<file path="config.mk">
export PLATFORM = sky130hd
export DESIGN_NAME = ascii_decimal_number_parser
export DESIGN_NICKNAME = d
export VERILOG_FILES = /design/src/hdl/adp_pkg.sv /design/src/hdl/ascii_decimal_number_parser.sv /design/src/hdl/adp_core.sv /design/src/hdl/adp_out_reg.sv
export SDC_FILE = /design/constraint.sdc
export NUM_CORES = 1
export LEC_CHECK = 0
export BUFFER_PORTS_ARGS = -buffer_cell sky130_fd_sc_hd__buf_2
export CAP_MARGIN = 5
export CORE_MARGIN = 1.5
export CORE_UTILIZATION = 60
export CTS_BUF_LIST = sky130_fd_sc_hd__clkbuf_4
export CTS_CLUSTER_SIZE = 16
export DETAILED_ROUTE_END_ITERATION = 6
export PLACE_DENSITY_LB_ADDON = 0.25
export SLEW_MARGIN = 20
export SYNTH_ARGS = -nofsm -noshare
export SYNTH_HDL_FRONTEND = slang
export SYNTH_SLANG_ARGS = --single-unit
</file>
<file path="constraint.sdc">
create_clock -name clk -period 10.34 [get_ports clk]
set_input_delay 1.551 -clock clk [delete_from_list [all_inputs] [get_ports clk]]
set_output_delay 1.551 -clock clk [all_outputs]
set_load 0.01 [all_outputs]
</file>
<file path="src/hdl/adp_pkg.sv">
// Types and constants of the ASCII decimal number parser.
`default_nettype none
package adp_pkg;

  localparam int MagWidth  = 31;
  localparam int FracWidth = 4;

  localparam logic [7:0] CHAR_MINUS = 8'h2D;
  localparam logic [7:0] CHAR_POINT = 8'h2E;
  localparam logic [7:0] CHAR_ZERO  = 8'h30;
  localparam logic [7:0] CHAR_NINE  = 8'h39;

  localparam logic [MagWidth-1:0]  MAG_MAX  = {MagWidth{1'b1}};
  localparam logic [FracWidth-1:0] FRAC_MAX = {FracWidth{1'b1}};

  typedef struct packed {
    logic [7:0] char_byte;
    logic       timed_out;
  } in_item_t;

  typedef struct packed {
    logic signed [31:0]    value;
    logic [FracWidth-1:0]  fraction_digits;
    logic                  number_found;
  } out_item_t;

  typedef struct packed {
    logic                 in_number;
    logic                 is_negative;
    logic [MagWidth-1:0]  accumulator;
    logic                 point_seen;
    logic [FracWidth-1:0] fraction_count;
  } parse_state_t;

  typedef struct packed {
    logic      emit;
    out_item_t result;
  } step_out_t;

endpackage
`default_nettype wire

</file>
<file path="src/hdl/ascii_decimal_number_parser.sv">
// Top level of the ASCII decimal number parser.
// Usage:
//   The input channel (in_valid, in_ready, in_data) carries one ASCII byte or a
//   timeout marker per transaction. The result channel (out_valid, out_ready,
//   out_data) carries a signed mantissa, its count of fraction digits and a
//   found flag. The configuration channel (cfg_valid, cfg_ready, cfg_data) sets
//   fraction_mode and is always ready; write it only while the block is idle.
//   A byte is held in the input register, processed by the combinational parse
//   step and, when it ends a number or is a timeout, loaded into the result
//   register, from which it is shown to the receiver.
//   One byte is taken every cycle, but for the stall below; the rate is set by
//   the single multiply by ten and add with saturation between the input and
//   result registers. When the receiver stalls, the result register holds its
//   transaction and bytes that produce no result still pass; a byte that would
//   produce a second result waits in the input register and in_ready drops.
//   Reset clears both registers' valid flags, the parse state and the mode.
`default_nettype none
module ascii_decimal_number_parser import adp_pkg::*; (
  input  logic      clk,
  input  logic      rst_n,
  input  logic      in_valid,
  output logic      in_ready,
  input  in_item_t  in_data,
  output logic      out_valid,
  input  logic      out_ready,
  output out_item_t out_data,
  input  logic      cfg_valid,
  output logic      cfg_ready,
  input  logic      cfg_data
);

  logic         in_vld_r;
  in_item_t     in_item_r;
  parse_state_t state_r;
  parse_state_t state_nxt;
  logic         mode_r;
  step_out_t    step;
  logic         out_can_load;
  logic         proc_go;

  assign cfg_ready = 1'b1;
  assign proc_go   = in_vld_r && (!step.emit || out_can_load);
  assign in_ready  = !in_vld_r || proc_go;

  always_ff @(posedge clk) begin
    if (!rst_n) begin
      mode_r <= 1'b0;
    end else if (cfg_valid) begin
      mode_r <= cfg_data;
    end
  end

  always_ff @(posedge clk) begin
    if (!rst_n) begin
      in_vld_r <= 1'b0;
    end else if (in_valid && in_ready) begin
      in_vld_r <= 1'b1;
    end else if (proc_go) begin
      in_vld_r <= 1'b0;
    end
  end

  always_ff @(posedge clk) begin
    if (in_valid && in_ready) begin
      in_item_r <= in_data;
    end
  end

  always_ff @(posedge clk) begin
    if (!rst_n) begin
      state_r <= '0;
    end else if (proc_go) begin
      state_r <= state_nxt;
    end
  end

  adp_core u_core (
    .state         (state_r),
    .item          (in_item_r),
    .fraction_mode (mode_r),
    .state_nxt     (state_nxt),
    .step          (step)
  );

  adp_out_reg u_out (
    .clk       (clk),
    .rst_n     (rst_n),
    .load      (proc_go && step.emit),
    .load_data (step.result),
    .can_load  (out_can_load),
    .out_valid (out_valid),
    .out_ready (out_ready),
    .out_data  (out_data)
  );

endmodule
`default_nettype wire

</file>
<file path="src/hdl/adp_core.sv">
// Combinational parse step: next state and optional result for one byte.
`default_nettype none
module adp_core import adp_pkg::*; (
  input  parse_state_t state,
  input  in_item_t     item,
  input  logic         fraction_mode,
  output parse_state_t state_nxt,
  output step_out_t    step
);

  function automatic parse_state_t add_digit(parse_state_t s, logic [3:0] d);
    parse_state_t r;
    logic [MagWidth+3:0] sum;
    r = s;
    sum = ({4'b0, s.accumulator} << 3) + ({4'b0, s.accumulator} << 1)
          + {{MagWidth{1'b0}}, d};
    if (!(s.point_seen && s.fraction_count == FRAC_MAX)) begin
      if (s.point_seen) begin
        r.fraction_count = s.fraction_count + 1'b1;
      end
      r.accumulator = (sum > {4'b0, MAG_MAX}) ? MAG_MAX : sum[MagWidth-1:0];
    end
    return r;
  endfunction

  function automatic parse_state_t try_start(logic [7:0] c, logic dig, logic [3:0] d);
    parse_state_t r;
    r = '0;
    if (c == CHAR_MINUS) begin
      r.in_number   = 1'b1;
      r.is_negative = 1'b1;
    end else if (dig) begin
      r = add_digit(r, d);
      r.in_number = 1'b1;
    end
    return r;
  endfunction

  logic [7:0]  diff;
  logic [3:0]  digit;
  logic        is_digit;
  logic [31:0] mag;

  assign diff     = item.char_byte - CHAR_ZERO;
  assign digit    = diff[3:0];
  assign is_digit = (item.char_byte >= CHAR_ZERO) && (item.char_byte <= CHAR_NINE);
  assign mag      = {1'b0, state.accumulator};

  always_comb begin
    step.result.value           = $signed(state.is_negative ? (32'd0 - mag) : mag);
    step.result.fraction_digits = state.fraction_count;
    step.result.number_found    = state.in_number;
    step.emit                   = 1'b0;
    state_nxt                   = state;
    if (item.timed_out) begin
      step.emit = 1'b1;
      state_nxt = '0;
    end else if (!state.in_number) begin
      state_nxt = try_start(item.char_byte, is_digit, digit);
    end else if (is_digit) begin
      state_nxt = add_digit(state, digit);
    end else if (item.char_byte == CHAR_POINT && fraction_mode && !state.point_seen) begin
      state_nxt.point_seen = 1'b1;
    end else begin
      // The byte ends the number and is looked at again as a new start.
      step.emit = 1'b1;
      state_nxt = try_start(item.char_byte, is_digit, digit);
    end
  end

endmodule
`default_nettype wire

</file>
<file path="src/hdl/adp_out_reg.sv">
// Result register with valid and ready toward the receiver.
`default_nettype none
module adp_out_reg import adp_pkg::*; (
  input  logic      clk,
  input  logic      rst_n,
  input  logic      load,
  input  out_item_t load_data,
  output logic      can_load,
  output logic      out_valid,
  input  logic      out_ready,
  output out_item_t out_data
);

  logic      valid_r;
  out_item_t data_r;

  assign can_load  = !valid_r || out_ready;
  assign out_valid = valid_r;
  assign out_data  = data_r;

  always_ff @(posedge clk) begin
    if (!rst_n) begin
      valid_r <= 1'b0;
    end else if (load) begin
      valid_r <= 1'b1;
    end else if (out_ready) begin
      valid_r <= 1'b0;
    end
  end

  always_ff @(posedge clk) begin
    if (load) begin
      data_r <= load_data;
    end
  end

endmodule
`default_nettype wire

</file>
# --- Yosys cells after proc, flatten, opt, wreduce, memory -nomap -nowiden ---
# Index checks and enable logic that the tools add are counted.
word_totals:
  register_bits: 87
  in_bits: 15
  out_inout_bits: 40
  wordCells: 75
classes:
  addsub: 5
  order_cmp: 4
  n_eq_ne: 8
  mux: 24
  reduce_logical: 20
op_table:
  columns: ["op", "n"]
  rows:
  - ["38-bit 2-to-1 mux", 4]
  - ["31-bit 2-to-1 mux", 4]
  - ["36-bit 2-to-1 mux", 1]
  - ["34-bit by 32-bit adder with 35-bit output", 1]
  - ["35-bit by 4-bit adder with 35-bit output", 1]
  - ["35-bit by 31-bit > comparator with 1-bit output (second input constant)", 1]
  - ["33-bit 2-to-1 mux", 1]
  - ["1-bit by 31-bit subtractor with 32-bit output (first input constant)", 1]
  - ["4-bit by 31-bit > comparator with 1-bit output (second input constant)", 1]
  - ["8-bit by 6-bit equality test with 1-bit output (second input constant)", 2]
  - ["4-bit 2-to-1 mux", 3]
  - ["1-bit 2-to-1 mux", 9]
  - ["8-bit by 6-bit >= comparator with 1-bit output (second input constant)", 1]
  - ["8-bit by 6-bit <= comparator with 1-bit output (second input constant)", 1]
  - ["4-bit != test (second input constant)", 2]
  - ["1-bit logical AND", 7]
  - ["3-bit != test (second input constant)", 2]
  - ["3-bit AND reduction", 2]
  - ["4-bit by 1-bit adder with 4-bit output (second input constant)", 1]
  - ["4-bit equality test (second input constant)", 1]
  - ["1-bit logical NOT", 4]
  - ["2-bit 2-to-1 mux", 2]
  - ["4-bit by 3-bit != test with 1-bit output (second input constant)", 1]
  - ["4-bit AND reduction", 1]
  - ["4 further kinds", 7]

# --- Logic depth before layout (Yosys ltp) ---
logic_depth:
  ltp_word: 13
  ltp_mapped: 14
  ltp_nobuf: 13

# --- By module ---
# A second synthesis with hierarchy kept.
unflattened:
  hier_cells: 789
  area_unflattened_um2: 6871.6
modules_own_cells:
  columns: ["module", "instances", "cells_per_inst", "area_each_um2", "seq_area_each_um2"]
  rows:
  - ["adp_core", 1, 561, 3802.4, 0.0]
  - ["ascii_decimal_number_parser", 1, 187, 1909.3, 1071.0]
  - ["adp_out_reg", 1, 41, 1159.9, 1131.1]

# --- Worst setup path before layout ---
# Ideal clock, no wire load.
synth_timing:
  kind: "input to register"
  from: "input out_ready"
  to: "register u_out.data_r, in the netlist u_out.out_data[0], enable pin"
  setup_time_ps: 431
  arrival_time_ps: 3386
  t_required_ps: 9909
  slack_ps: 6523
  stages: 3
  n_path_buf: 0
  path_cell_list: "nand2b_1 > o21ai_1 > nor2_1"
synth_between:
  elab_chain_cells: 4
synth_rtl:
  columns: ["element", "line_no", "text"]
  rows:
  - ["start, declared", "ascii_decimal_number_parser.sv:25", "input logic out_ready,"]
  - ["1-bit logical OR", "adp_out_reg.sv:17", "assign can_load = !valid_r || out_ready;"]
  - ["1-bit logical OR", "ascii_decimal_number_parser.sv:42", "assign proc_go = in_vld_r && (!step.emit || out_can_load);"]
  - ["1-bit logical AND", "ascii_decimal_number_parser.sv:42", null]
  - ["1-bit logical AND", "ascii_decimal_number_parser.sv:88", ".load (proc_go && step.emit),"]
  - ["net u_out.load", "adp_out_reg.sv:6", "input logic load,"]
  - ["end signal, assigned", "adp_out_reg.sv:33", "data_r <= load_data;"]
  - ["end, declared", "adp_out_reg.sv:15", "out_item_t data_r;"]
# The timed path passes the listed nets, and every way through them passes these cells.
# A chain may end at the register's enable or synchronous reset.

# --- Final worst setup path ---
layout_timing:
  from: "register state_r[5] (netlist bit)"
  to: "register state_r[34] (netlist bit)"
layout_between:
  elab_chain_cells: 8
layout_rtl:
  columns: ["element", "line_no", "text"]
  rows:
  - ["start, declared", "ascii_decimal_number_parser.sv:34", "parse_state_t state_r;"]
  - ["start signal, assigned", "ascii_decimal_number_parser.sv:73", "state_r <= state_nxt;"]
  - ["34-bit by 32-bit adder with 35-bit output (*)", "adp_core.sv:15", "sum = ({4'b0, s.accumulator} << 3) + ({4'b0, s.accumulator} << 1)"]
  - ["35-bit by 4-bit adder with 35-bit output (*)", "adp_core.sv:16", "+ {{MagWidth{1'b0}}, d};"]
  - ["35-bit by 31-bit > comparator with 1-bit output", "adp_core.sv:21", "r.accumulator = (sum > {4'b0, MAG_MAX}) ? MAG_MAX : sum[MagWidth-1:0];"]
  - ["31-bit 2-to-1 mux (*)", "adp_core.sv:21", null]
  - ["31-bit 2-to-1 mux (*)", "adp_core.sv:17", "if (!(s.point_seen && s.fraction_count == FRAC_MAX)) begin"]
  - ["38-bit 2-to-1 mux (*)", "adp_core.sv:60", "end else if (is_digit) begin"]
  - ["38-bit 2-to-1 mux (*)", "adp_core.sv:58", "end else if (!state.in_number) begin"]
  - ["38-bit 2-to-1 mux (*)", "adp_core.sv:55", "if (item.timed_out) begin"]
# Mark *: on every way between the ends. The rest lies on a longest branch, timed or not. The select of a mux whose other input is x is not followed.

==> impl_metrics.ini <==
[run_status]
status = complete, no violations

[power]
ir_worst_vdd_uv = 77.9
pwr-share-clk = 0.309
internal-power_mw = 0.438
power_density_nw_per_um2 = 92.4
pwr-share-seq = 0.640
pwr-share-comb = 0.051
p_leak_nw = 2.76
swShare = 0.253
power.switching_mw = 0.148

[cts]
clock-root-buffer = clkbuf_4
numClockSinks = 87
numCtsBuffers = 9
cts_resized = 0
cts_setup_buffers = 0
cts_buffer_depth = 2
clk_latency_ns = 0.44
clk_pin_slew_ns = 0.15
cts_hold_buf = 0
cts_tree = built
htreeDepth = 3

[floorplanning]
die-height_um = 102
num_io_pins = 55
die_x_um = 102
die_area_um2 = 10300
core_area_um2 = 9330
initial_utilization = 0.626
rows = 35

[sta]
hold_violations = 0
setup_tns_ns = 0
min_period_ns = 4.15
setup_viol = 0
slew_viol_final = 0
fmax_mhz = 241
whs_ns = 0.517
post-route-period-util = 0.402
rsz0062_at_grt = no
relSlewSlack = 0.497
fin_skew_ns = 0.0143
tightest_slew_ns = 0.749

[route]
dr.first_iter.drc_count = 374
remaining_drc_errors = 0
wire_per_inst_um = 18.4
routed_wl_um = 14200
vias = 4908
drtAntennaViolNets = 0
viasPerCell = 6.37
first_pass_iters = 5

[hold_path]
hp-start = in_vld_r
hold_class = reg -> reg

[worst_setup_path]
start_kind = flop
end_kind = flop
crit_arrival_ns = 4.49
slowest_stage = fa_1
required_ns = 10.68
crit_chain = inv_1, fa_1, inv_1, ha_1, a211oi_1, o21ai_0, a32oi_1, a21oi_1, o21ai_0, a21oi_1, a2111oi_2, a21oi_2, buf_4, a221o_1
crit_start = state_r[5]
r2r-start = state_r[5]
max_stage_delay_ns = 0.57
critPathMaxFanout = 19
critPathKind = reg -> reg

[final_layout]
drive_above_1_share = 0.145
areaGrowthSynthToFinish_pct = 8.64
nets = 716
n_antenna_cell = 0

[yosys]
yosysTopAreaCellShare = 0.237
synth_area_um2 = 5840
ys_ff_latch = 87
syn_nets = 674
netlist_top_cells_count = 63 x ha_1, 49 x nand2_1, 48 x xnor2_1
syn-instance-count = 594
yosysSeqAreaShare = 0.377
synthTopCellsByArea = edfxtp_1 24%, dfxtp_1 14%, ha_1 14%, xnor2_1 7.2%, a221o_1 4.5%
yosys_most_used_dff = edfxtp_1
yosys_warnings = 0
async_reset_ff_frac = 0
syn_avg_cell_area_um2 = 9.82
ys_types = 65
yosysMostFrequentCell = ha_1
synth_largest_area_cell = edfxtp_1
synth_edf_count = 46

[place]
gp_congestion = 0.966
port_buffers = 53
hpwlAfterDp_um = 10500

[global_routing]
overflow = 0
antenna_found_initial = 0
grt_pass1_wl_um = 23300
grt_pass1_vias = 4726
grt_usage = 0.287
grt_max_degree = 38

[job]
maxCapViolCount = 0
## cell usage in the layout (no fill, tap or decap), types with 7 or more instances in the layout
cell type / instances
a21o_1: 10
a21oi_1: 34
a221o_1: 26
a31oi_1: 7
buf_2: 53
clkbuf_4: 10
dfxtp_1: 40
edfxtp_1: 46
ha_1: 63
inv_1: 21
nand2_1: 49
nand3_1: 14
nand4_1: 9
nor2_1: 22
nor2b_1: 11
nor4_1: 7
o211ai_1: 7
o21ai_0: 33
o31ai_1: 7
xnor2_1: 48
xor2_1: 9
## power by group through the flow
stage / Sequential [mW] / Combinational, mW / Clock (mW)
2_1_floorplan: 0.385 / 0.0136 / 0
3_3_place_gp: 0.383 / 0.0278 / 0
3_5_place_dp: 0.383 / 0.0285 / 0
4_1_cts: 0.375 / 0.0285 / 0.184
5_1_grt: 0.376 / 0.0328 / 0.197
6_report: 0.375 / 0.0298 / 0.181
## registers in the layout (all words and copies together), names as in the netlist
register         count
in_item_r            9
in_vld_r             1
u_out.out_valid      1
mode_r               1
state_r             38
u_out.out_data      37
## routing by layer
metal	vias up	routed length [um]	track usage	share of wire
met5	-	0	0	0
met4	0	419	0.118	0.030
met3	37	759	0.0331	0.054
met2	176	6620	0.458	0.47
met1	2354	6360	0.399	0.45
li1	2341	-	-	-
## stage by stage
| stage | utilization | area, um^2 | std cells | worst slack (ns) | total power [mW] |
|---|---|---|---|---|---|
| finish | 0.680 | 6340 | 770 | 6.19 | 0.586 |
| global placement | 0.663 | 6180 | 753 | 6.44 | 0.410 |
| detailed placement | 0.663 | 6180 | 753 | 6.32 | 0.411 |
| CTS | 0.676 | 6310 | 769 | 6.27 | 0.588 |
| global route | 0.680 | 6340 | 770 | 5.79 | 0.606 |
| floorplan | - | 5840 | 594 | 6.52 | 0.398 |
## worst max-delay path, delay by kind of cell (launching register included)
family          cells  cell delay [ns]
compound gates      9             2.28
fa+ha+maj           2             0.88
buf+inv             3             0.46
flops               1             0.44
## path summary, 6_finish.rpt
check	end	slack, ns	depth (start not counted)
worst min register to register	u_out.out_valid	0.52	2
worst max register to register	state_r[34]	6.19	14
worst max-delay path	state_r[34]	6.19	14
worst min-delay path	u_out.out_valid	0.52	2
## layout make-up
type,count,area [um^2]
clock buffer,10,75.1
sequential,87,2200
fill,758,2990
clock inverter,6,50.0
inverter,21,78.8
tap,129,161
multi-input combinational,460,3460
timing repair buffer,57,315
## cell families after synthesis
kind of cell / after synthesis / share of synthesized area
other cells: 1 / 0.000643
compound gates: 175 / 0.215
flops: 87 / 0.377
simple gates: 159 / 0.142
xor+xnor: 57 / 0.0855
mux: 3 / 0.00515
buf+inv: 47 / 0.0319
fa+ha+maj: 65 / 0.142
Note: power is estimated with default switching activity, not from simulation.
